$ cat src/bb3x3_pkg.sv
// shared constants, types and tap decode for the 3x3 box blur
package bb3x3_pkg;

	localparam int MAX_WIDTH  = 1024;
	localparam int MAX_HEIGHT = 4096;

	// register port
	localparam int WIDTH_W    = 11;
	localparam int HEIGHT_W   = 13;
	localparam int CFG_DATA_W = 13;
	localparam int CFG_IDX_W  = 1;
	localparam logic [CFG_IDX_W-1:0] REG_FRAME_WIDTH  = 1'd0;
	localparam logic [CFG_IDX_W-1:0] REG_FRAME_HEIGHT = 1'd1;

	localparam int WIDTH_RESET  = 640;
	localparam int HEIGHT_RESET = 480;

	// item kinds
	localparam int KIND_W = 1;
	localparam logic [KIND_W-1:0] KIND_PIXEL = 1'b0;
	localparam logic [KIND_W-1:0] KIND_FLUSH = 1'b1;

	localparam int CHAN_W = 8;
	localparam int NUM_CHAN = 3;
	localparam int PIX_W = NUM_CHAN * CHAN_W;

	// line history: two rows plus two pixels
	localparam int HIST_DEPTH = 2 * MAX_WIDTH + 2;
	localparam int HIST_AW    = $clog2(HIST_DEPTH);
	localparam int SUM_AW     = $clog2(3 * HIST_DEPTH);

	localparam int COUNT_W = $clog2(MAX_WIDTH * MAX_HEIGHT + 1);
	localparam int ROW_W   = $clog2(MAX_HEIGHT);
	localparam int COL_W   = $clog2(MAX_WIDTH);

	// neighbourhood walk
	localparam int NUM_TAPS = 9;
	localparam int STEP_W   = $clog2(NUM_TAPS);
	localparam logic [STEP_W-1:0] LAST_TAP = STEP_W'(NUM_TAPS - 1);

	localparam int SUM_W = $clog2(NUM_TAPS * 255 + 1);
	localparam int CNT_W = $clog2(NUM_TAPS + 1);
	localparam int REM_W = $clog2(2 * NUM_TAPS * 255 + NUM_TAPS + 1);
	localparam int QBIT_W = $clog2(CHAN_W);

	// row / column offset codes
	localparam logic [1:0] OFS_NEG  = 2'd0;
	localparam logic [1:0] OFS_ZERO = 2'd1;
	localparam logic [1:0] OFS_POS  = 2'd2;

	typedef struct packed {
		logic              capture;
		logic              clear;
		logic              rd;
		logic [STEP_W-1:0] step;
		logic              pixel;
		logic              wr;
		logic              div_start;
		logic              div_step;
		logic [QBIT_W-1:0] div_bit;
		logic              load_out;
	} cmd_t;

	typedef struct packed {
		logic history_primed;
		logic frame_full;
		logic emit_ok;
		logic out_free;
	} status_t;

	function automatic logic [1:0] tap_row(input logic [STEP_W-1:0] step);
		logic [1:0] r;
		unique case (step)
			4'd0, 4'd1, 4'd2: r = OFS_NEG;
			4'd3, 4'd4, 4'd5: r = OFS_ZERO;
			4'd6, 4'd7, 4'd8: r = OFS_POS;
			default:          r = OFS_ZERO;
		endcase
		return r;
	endfunction

	function automatic logic [1:0] tap_col(input logic [STEP_W-1:0] step);
		logic [1:0] c;
		unique case (step)
			4'd0, 4'd3, 4'd6: c = OFS_NEG;
			4'd1, 4'd4, 4'd7: c = OFS_ZERO;
			4'd2, 4'd5, 4'd8: c = OFS_POS;
			default:          c = OFS_ZERO;
		endcase
		return c;
	endfunction

endpackage

$ cat src/bb3x3_ctrl.sv
// controller: accepts transactions and sequences taps, history write, division and output
module bb3x3_ctrl (
	input  logic                   clk,
	input  logic                   arst_n,
	input  logic                   cfg_we,
	input  logic                   in_valid,
	input  logic [bb3x3_pkg::KIND_W-1:0] in_kind,
	output logic                   in_ready,
	input  bb3x3_pkg::status_t     status,
	output bb3x3_pkg::cmd_t        cmd
);

	localparam int STEP_W = bb3x3_pkg::STEP_W;
	localparam int QBIT_W = bb3x3_pkg::QBIT_W;

	localparam logic [2:0] ST_IDLE   = 3'd0;
	localparam logic [2:0] ST_SETTLE = 3'd1;
	localparam logic [2:0] ST_READ   = 3'd2;
	localparam logic [2:0] ST_LAST   = 3'd3;
	localparam logic [2:0] ST_PREP   = 3'd4;
	localparam logic [2:0] ST_DIV    = 3'd5;
	localparam logic [2:0] ST_OUT    = 3'd6;

	logic [2:0]        state_q;
	logic [STEP_W-1:0] step_q;
	logic [QBIT_W-1:0] bit_q;
	logic              pixel_q;
	logic              emit_q;
	logic              accept;
	logic              is_pix;

	assign in_ready = (state_q == ST_IDLE) && !cfg_we;
	assign accept   = in_valid && in_ready;
	// a pixel after the frame is complete counts as a flush
	assign is_pix   = (in_kind == bb3x3_pkg::KIND_PIXEL) && !status.frame_full;

	always_comb begin
		cmd           = '0;
		cmd.step      = step_q;
		cmd.pixel     = pixel_q;
		cmd.div_bit   = bit_q;
		unique case (state_q)
			ST_IDLE: begin
				cmd.capture = accept;
				cmd.clear   = accept;
			end
			ST_READ:  cmd.rd        = 1'b1;
			ST_LAST:  cmd.wr        = pixel_q;
			ST_PREP:  cmd.div_start = 1'b1;
			ST_DIV:   cmd.div_step  = 1'b1;
			ST_OUT:   cmd.load_out  = status.out_free;
			default: ;
		endcase
	end

	always_ff @(posedge clk or negedge arst_n) begin
		if (!arst_n) begin
			state_q <= ST_IDLE;
			step_q  <= '0;
			bit_q   <= '0;
			pixel_q <= 1'b0;
			emit_q  <= 1'b0;
		end else begin
			unique case (state_q)
				ST_IDLE: begin
					if (cfg_we) begin
						state_q <= ST_SETTLE;
					end else if (accept) begin
						step_q <= '0;
						if (is_pix) begin
							pixel_q <= 1'b1;
							emit_q  <= status.history_primed;
							state_q <= status.history_primed ? ST_READ : ST_LAST;
						end else if (status.frame_full && status.emit_ok) begin
							pixel_q <= 1'b0;
							emit_q  <= 1'b1;
							state_q <= ST_READ;
						end
					end
				end
				ST_SETTLE: begin
					if (!cfg_we)
						state_q <= ST_IDLE;
				end
				ST_READ: begin
					if (step_q == bb3x3_pkg::LAST_TAP)
						state_q <= ST_LAST;
					else
						step_q <= step_q + STEP_W'(1);
				end
				ST_LAST: begin
					state_q <= emit_q ? ST_PREP : ST_IDLE;
				end
				ST_PREP: begin
					bit_q   <= QBIT_W'(bb3x3_pkg::CHAN_W - 1);
					state_q <= ST_DIV;
				end
				ST_DIV: begin
					if (bit_q == '0)
						state_q <= ST_OUT;
					else
						bit_q <= bit_q - QBIT_W'(1);
				end
				ST_OUT: begin
					if (status.out_free)
						state_q <= ST_IDLE;
				end
				default: state_q <= ST_IDLE;
			endcase
		end
	end

endmodule

$ cat config.mk
export PLATFORM = sky130hd
export DESIGN_NAME = bb3x3_ctrl
export DESIGN_NICKNAME = d
export VERILOG_FILES = /design/src/bb3x3_pkg.sv /design/src/bb3x3_ctrl.sv
export SDC_FILE = /design/constraint.sdc
export NUM_CORES = 1
export LEC_CHECK = 0
export BUFFER_PORTS_ARGS = -buffer_cell sky130_fd_sc_hd__buf_2
export CAP_MARGIN = 20
export CELL_PAD_IN_SITES_DETAIL_PLACEMENT = 0
export CELL_PAD_IN_SITES_GLOBAL_PLACEMENT = 1
export CORE_MARGIN = 4
export CORE_UTILIZATION = 36
export DETAILED_ROUTE_END_ITERATION = 8
export GPL_TIMING_DRIVEN = 0
export PLACE_DENSITY_LB_ADDON = 0.1
export SETUP_SLACK_MARGIN = 0.5
export SLEW_MARGIN = 20
export SYNTH_ARGS = -nofsm -noshare
export SYNTH_HDL_FRONTEND = slang
export SYNTH_SLANG_ARGS = --single-unit
$ cat constraint.sdc
create_clock -name clk -period 1.96 [get_ports clk]
set_input_delay 0.294 -clock clk [delete_from_list [all_inputs] [get_ports clk]]
set_output_delay 0.294 -clock clk [all_outputs]
set_load 0.02 [all_outputs]
==> Word level (Yosys, flattened, before mapping) <==
Cells that the tools add are included.
{ "classes": {"addsub": 2, "eq_ne": 17, "n_mux": 27, "bitwise": 2, "n_reduce_logical": 15} }
{ "ops": {"columns": ["op", "count"], "rows": [
  ["2-to-1 mux 3 bit", 10],
  ["one-hot mux 3 bit (7 select lines)", 1],
  ["inequality test 2 bit, second input constant", 8],
  ["2-to-1 mux 4 bit", 3],
  ["2-to-1 mux 1 bit", 10],
  ["equality test 3 bit, second input constant", 3],
  ["one-hot mux 4 bit (2 select lines)", 1],
  ["AND reduction 4 bit", 2],
  ["equality test 3 x 2 -> 1 bit, second input constant", 2],
  ["zero test 3 bit", 2],
  ["one-hot mux 3 bit (2 select lines)", 1],
  ["AND reduction 6 bit", 1],
  ["nonzero test 2 bit", 3],
  ["adder 4 x 1 -> 4 bit, second input constant", 1],
  ["equality test 4 bit, second input constant", 1],
  ["logical AND 1 bit", 4],
  ["inequality test 4 x 3 -> 1 bit, second input constant", 1],
  ["equality test 3 x 1 -> 1 bit, second input constant", 1],
  ["inequality test 3 bit, second input constant", 1],
  ["subtractor 3 x 1 -> 3 bit, second input constant", 1],
  ["zero test 1 bit", 2],
  ["2-to-1 mux 2 bit", 1],
  ["NOT 1 bit", 2],
  ["AND reduction 2 bit", 1]
]} }
{ "totals": {"register_bits": 12, "output_inout_bits": 16, "wordCells": 68} }

==> Depth between registers and ports, before layout <==
{ "depth": {"word_depth": 6, "ltp_mapped": 6, "depth_no_buf": 5} }

==> Worst setup path before layout <==
No wires, ideal clock.
{ "synth_timing": {"path_kind": "register to output", "from": "register state_q[2]", "to": "output port cmd[14] (netlist name)", "arrival_time_ps": 1449, "t_required_ps": 1666, "path_slack_ps": 217, "stages_incl_launch_ff": 5, "path_cell_list": "dfrtp_1 > nor4_4 > and2_0 > buf_2 > buf_4"} }
{ "synth_lines": {"columns": ["element", "line_no", "text"], "rows": [
  ["start, declared", "bb3x3_ctrl.sv:24", "logic [2:0] state_q;"],
  ["start signal, assigned", "bb3x3_ctrl.sv:73", "state_q <= status.history_primed ? ST_READ : ST_LAST;"],
  ["start signal, assigned", "bb3x3_ctrl.sv:92", "state_q <= emit_q ? ST_PREP : ST_IDLE;"],
  ["end, declared", "bb3x3_ctrl.sv:10", "output bb3x3_pkg::cmd_t cmd"]
]} }

==> impl_results.md <==
- Vias per Instance: 5.01
- Total power of the final layout: 1.85 mW
- Synthesized net count: 91
- CTS Buffer Depth: 2
- Number of fill cells: ~190
- Required time at the endpoint of the critical path: 1.67 ns
- Top-level port count: 25
- Level count of the clock H-tree: 1
- Fin Hold WS: 0.301 ns
- GRT met1 Usage: slightly below 20%
- Run status: finished, final reports clean
- Kind of start point of the critical path: flip-flop
- Number of search-and-repair iterations in the first detailed-routing pass: 4
- Largest voltage drop on the vdd net: 0.891 mV
- Leak pwr: 0.621 nW
- Slowest Stage Delay on Critical Path: 0.42 ns
- CTS sink cnt: 12
- Final ANT Viol Nets: 0
- Clock slew seen by the registers of the worst setup and hold paths: ~0.080 ns
- Setup Crit Path Kind: flip-flop to output pin
- Via count: around 740
- Worst setup EP type: output pin
- Time the final worst path needs with I/O delays and setup: 1.79 ns
- TritonCTS buffer count: 3
- Most used cell, CP: sky130_fd_sc_hd__buf_6
- Number of DRC violations after detailed-routing iteration 0: 6
- Mapped Area: 782 µm²
- # diodes: 0
- Placeable Area: 0.00202 mm²
- Headroom to the max-slew limit: approximately 77%
- Top cells by instance count after synthesis: sky130_fd_sc_hd__dfrtp_1, sky130_fd_sc_hd__inv_1, sky130_fd_sc_hd__ha_1, sky130_fd_sc_hd__nand2_1, sky130_fd_sc_hd__nor2_1
- Global-route track usage on met3: 2.45%
- Sequential fraction of the synthesis area: 38.4%
- Sum Neg Setup Slack: 0 ns
- Predominant post-synthesis flop cell: sky130_fd_sc_hd__dfrtp_1
- Post-synthesis async set-or-reset flop share: 100%
- Cell with the largest stage delay on the worst path: sky130_fd_sc_hd__dfrtp_1
- Worst path cell trace: nor4_4 -> and2_1 -> buf_6 -> buf_6 -> buf_6
- Clock tree from TritonCTS: built
- Count of max-cap constraint violations: 0
- Classification of the worst-slack hold path: input port to flip-flop
- Ratio of final minimum period to clock period: approximately nine tenths
- Number of unique standard cell types used by synthesis: 40
- Final HPWL DP: 1290 µm
- Chip height: 54.6 µm
- First-pass GRT wire length: 3110 µm
- CP bufs+invs: 3
- Top-count cell post-synth: sky130_fd_sc_hd__dfrtp_1
- Standard-cell row count: 16
- Cells after Synth: 78
- Met2 usage: 23.8%
- WL per Instance: 13.4 µm
- Hold Vio Cnt, Final: 0
- Clock latency reported for the late side of the worst-skew pair: ~0.28 ns
- Register bit total from synthesis: 12
- Maximum achievable frequency: between 500 and 600 MHz
- Data arrival time of the critical path: approximately 1.5 ns
- Number of max-slew violations in the final report: 0
- Input/output buffers: 24
- Global placement routability congestion: approximately 0.74
- Warnings from Yosys: 0
- Setup repair after global routing missed its margin: true
- Layer with the highest usage: met2
- Number of antenna violations at the first check in global routing: 0
- Fraction of layout cells with a size suffix above 1: 55.0%
- Number of flops mapped to enable cells by yosys: 0
- Nets@finish: 134
- Initial core utilization: roughly two fifths
- CTS Root Buffer Type: sky130_fd_sc_hd__clkbuf_4
- Layout area overhead: 60.8%
- Worst Max-Slew Pin Slew: 0.337 ns
- Power per cell area: 1470 mW/mm²
- Residual overflow from global routing: 0
- Width of the die: 54.6 µm
- Maximum number of pins on one net before global-route repair: 13
- Vias in the first global route: 704
- # DRC: 0
- DIE AREA: between 0.002 and 0.003 mm²
- Clk_skew: 0.00105 ns
- Worst path top cell family by delay: simple AND/OR/NAND/NOR gates
- Largest area contributor in the synthesized netlist: sky130_fd_sc_hd__dfrtp_1
- Total setup violations reported at the end of the flow: 0
- Average cell area after synthesis: 10.0 µm²
- Crit-path max FO: 3
- Wire length after detailed routing: 1970 µm
- Top cells by area, synth: sky130_fd_sc_hd__dfrtp_1, sky130_fd_sc_hd__ha_1, sky130_fd_sc_hd__inv_1
- Total track usage: 15.2%
- Share of the synthesized area in the top cell type: roughly two fifths
cells in the final DEF (no fill, tap or decap), types with 2 or more instances in the layout:
cell                       netlist  layout
sky130_fd_sc_hd__and4b_1         2       2
sky130_fd_sc_hd__nor2_1          4       3
sky130_fd_sc_hd__and2_1          1       2
sky130_fd_sc_hd__clkbuf_8        0       2
sky130_fd_sc_hd__a31oi_1         2       2
sky130_fd_sc_hd__inv_1           7       6
sky130_fd_sc_hd__mux2_4          0       2
sky130_fd_sc_hd__a22o_1          2       2
sky130_fd_sc_hd__nand2_1         4       2
sky130_fd_sc_hd__nor2b_1         2       2
sky130_fd_sc_hd__ha_1            4       4
sky130_fd_sc_hd__buf_6           1      17
sky130_fd_sc_hd__o21ai_0         2       2
sky130_fd_sc_hd__buf_2           2      17
sky130_fd_sc_hd__dfrtp_1        12      11
sky130_fd_sc_hd__clkbuf_4        0       3
sky130_fd_sc_hd__buf_4           2       8
sky130_fd_sc_hd__nor3_2          0       3
report_power, final:
part           internal (mW)  switching (mW)  leakage, nW
logic                  0.618           0.549        0.459
clock network          0.113          0.0973       0.0210
registers              0.357           0.119        0.141
final timing paths:
| check | start | endpoint | slack, ns | cells after the start |
|---|---|---|---|---|
| min | status[0] | state_q[2]$_DFFE_PN0P_ | 0.30 | 4 |
| max in group asynchronous | arst_n | state_q[2]$_DFFE_PN0P_ | 1.30 | 2 |
| max reg2reg | state_q[0]$_DFFE_PN0P_ | state_q[0]$_DFFE_PN0P_ | 0.33 | 6 |
| max | state_q[0]$_DFFE_PN0P_ | cmd[14] | 0.17 | 5 |
| min reg2reg | bit_q[0]$_DFFE_PN0P_ | bit_q[0]$_DFFE_PN0P_ | 0.52 | 1 |
| min in group asynchronous | arst_n | step_q[0]$_DFFE_PN0P_ | 0.42 | 2 |
cell type report:
type,instances,area (µm²),area share [%]
Buffer,7,81.3,6.47
Clock buffer,4,36.3,2.89
Inverter,7,28.8,2.29
Multi-Input combinational cell,52,482,38.3
Sequential cell,12,302,24.0
Tap cell,27,33.8,2.69
Timing Repair Buffer,38,294,23.4
state kept, by name, indices dropped and copies added (netlist names):
register  cells
bit_q         3
pixel_q       1
emit_q        1
step_q        4
state_q       3
per-layer routing:
layer,wire [µm],part of all wire [%]
met5,0,0
met3,77,3.9
met2,895,45
met1,958,49
met4,42,2.1
worst reg2reg max path: stages, from the launching register on:
cell and delay (ns):
sky130_fd_sc_hd__dfrtp_1 0.42, sky130_fd_sc_hd__buf_6 0.14, sky130_fd_sc_hd__or3b_4 0.41, sky130_fd_sc_hd__a31oi_4 0.20, sky130_fd_sc_hd__buf_6 0.14, sky130_fd_sc_hd__a2111oi_2 0.04, sky130_fd_sc_hd__a31o_1 0.18
kinds of logic after synthesis:
| logic type | count (synthesis) | synth area share, % |
|---|---|---|
| AO/OA/AOI/OAI | 16 | 16.5 |
| XOR/XNOR | 1 | 1.12 |
| AND/OR/NAND/NOR | 29 | 25.4 |
| buffers and inverters | 14 | 9.28 |
| multiplexers | 2 | 2.88 |
| flip-flops | 12 | 38.4 |
| adder cells (fa/ha/maj) | 4 | 6.40 |
per-stage QoR:
| stage | instance area, µm² | std cells | setup slack, ns | utilization (%) |
|---|---|---|---|---|
| 4_1_cts | 1220 | 146 | 0.164 | 60.2 |
| 2_1_floorplan | 805 | 78 | 0.299 | - |
| 5_1_grt | 1260 | 147 | 0.0928 | 62.2 |
| 3_5_place_dp | 958 | 129 | 0.281 | 47.4 |
| 6_report | 1260 | 147 | 0.173 | 62.2 |
| 3_3_place_gp | 958 | 129 | 0.278 | 47.4 |
what timing repair did:
item	in CTS	in global routing
pin swaps	8	7
endpoints found under the setup margin	16	19
endpoints found under the hold margin	12	0
gates resized for setup	32	11
setup buffers	12	1
gates cloned	0	0
hold buffers	1	0
Note: power is estimated with default switching activity, not from simulation.
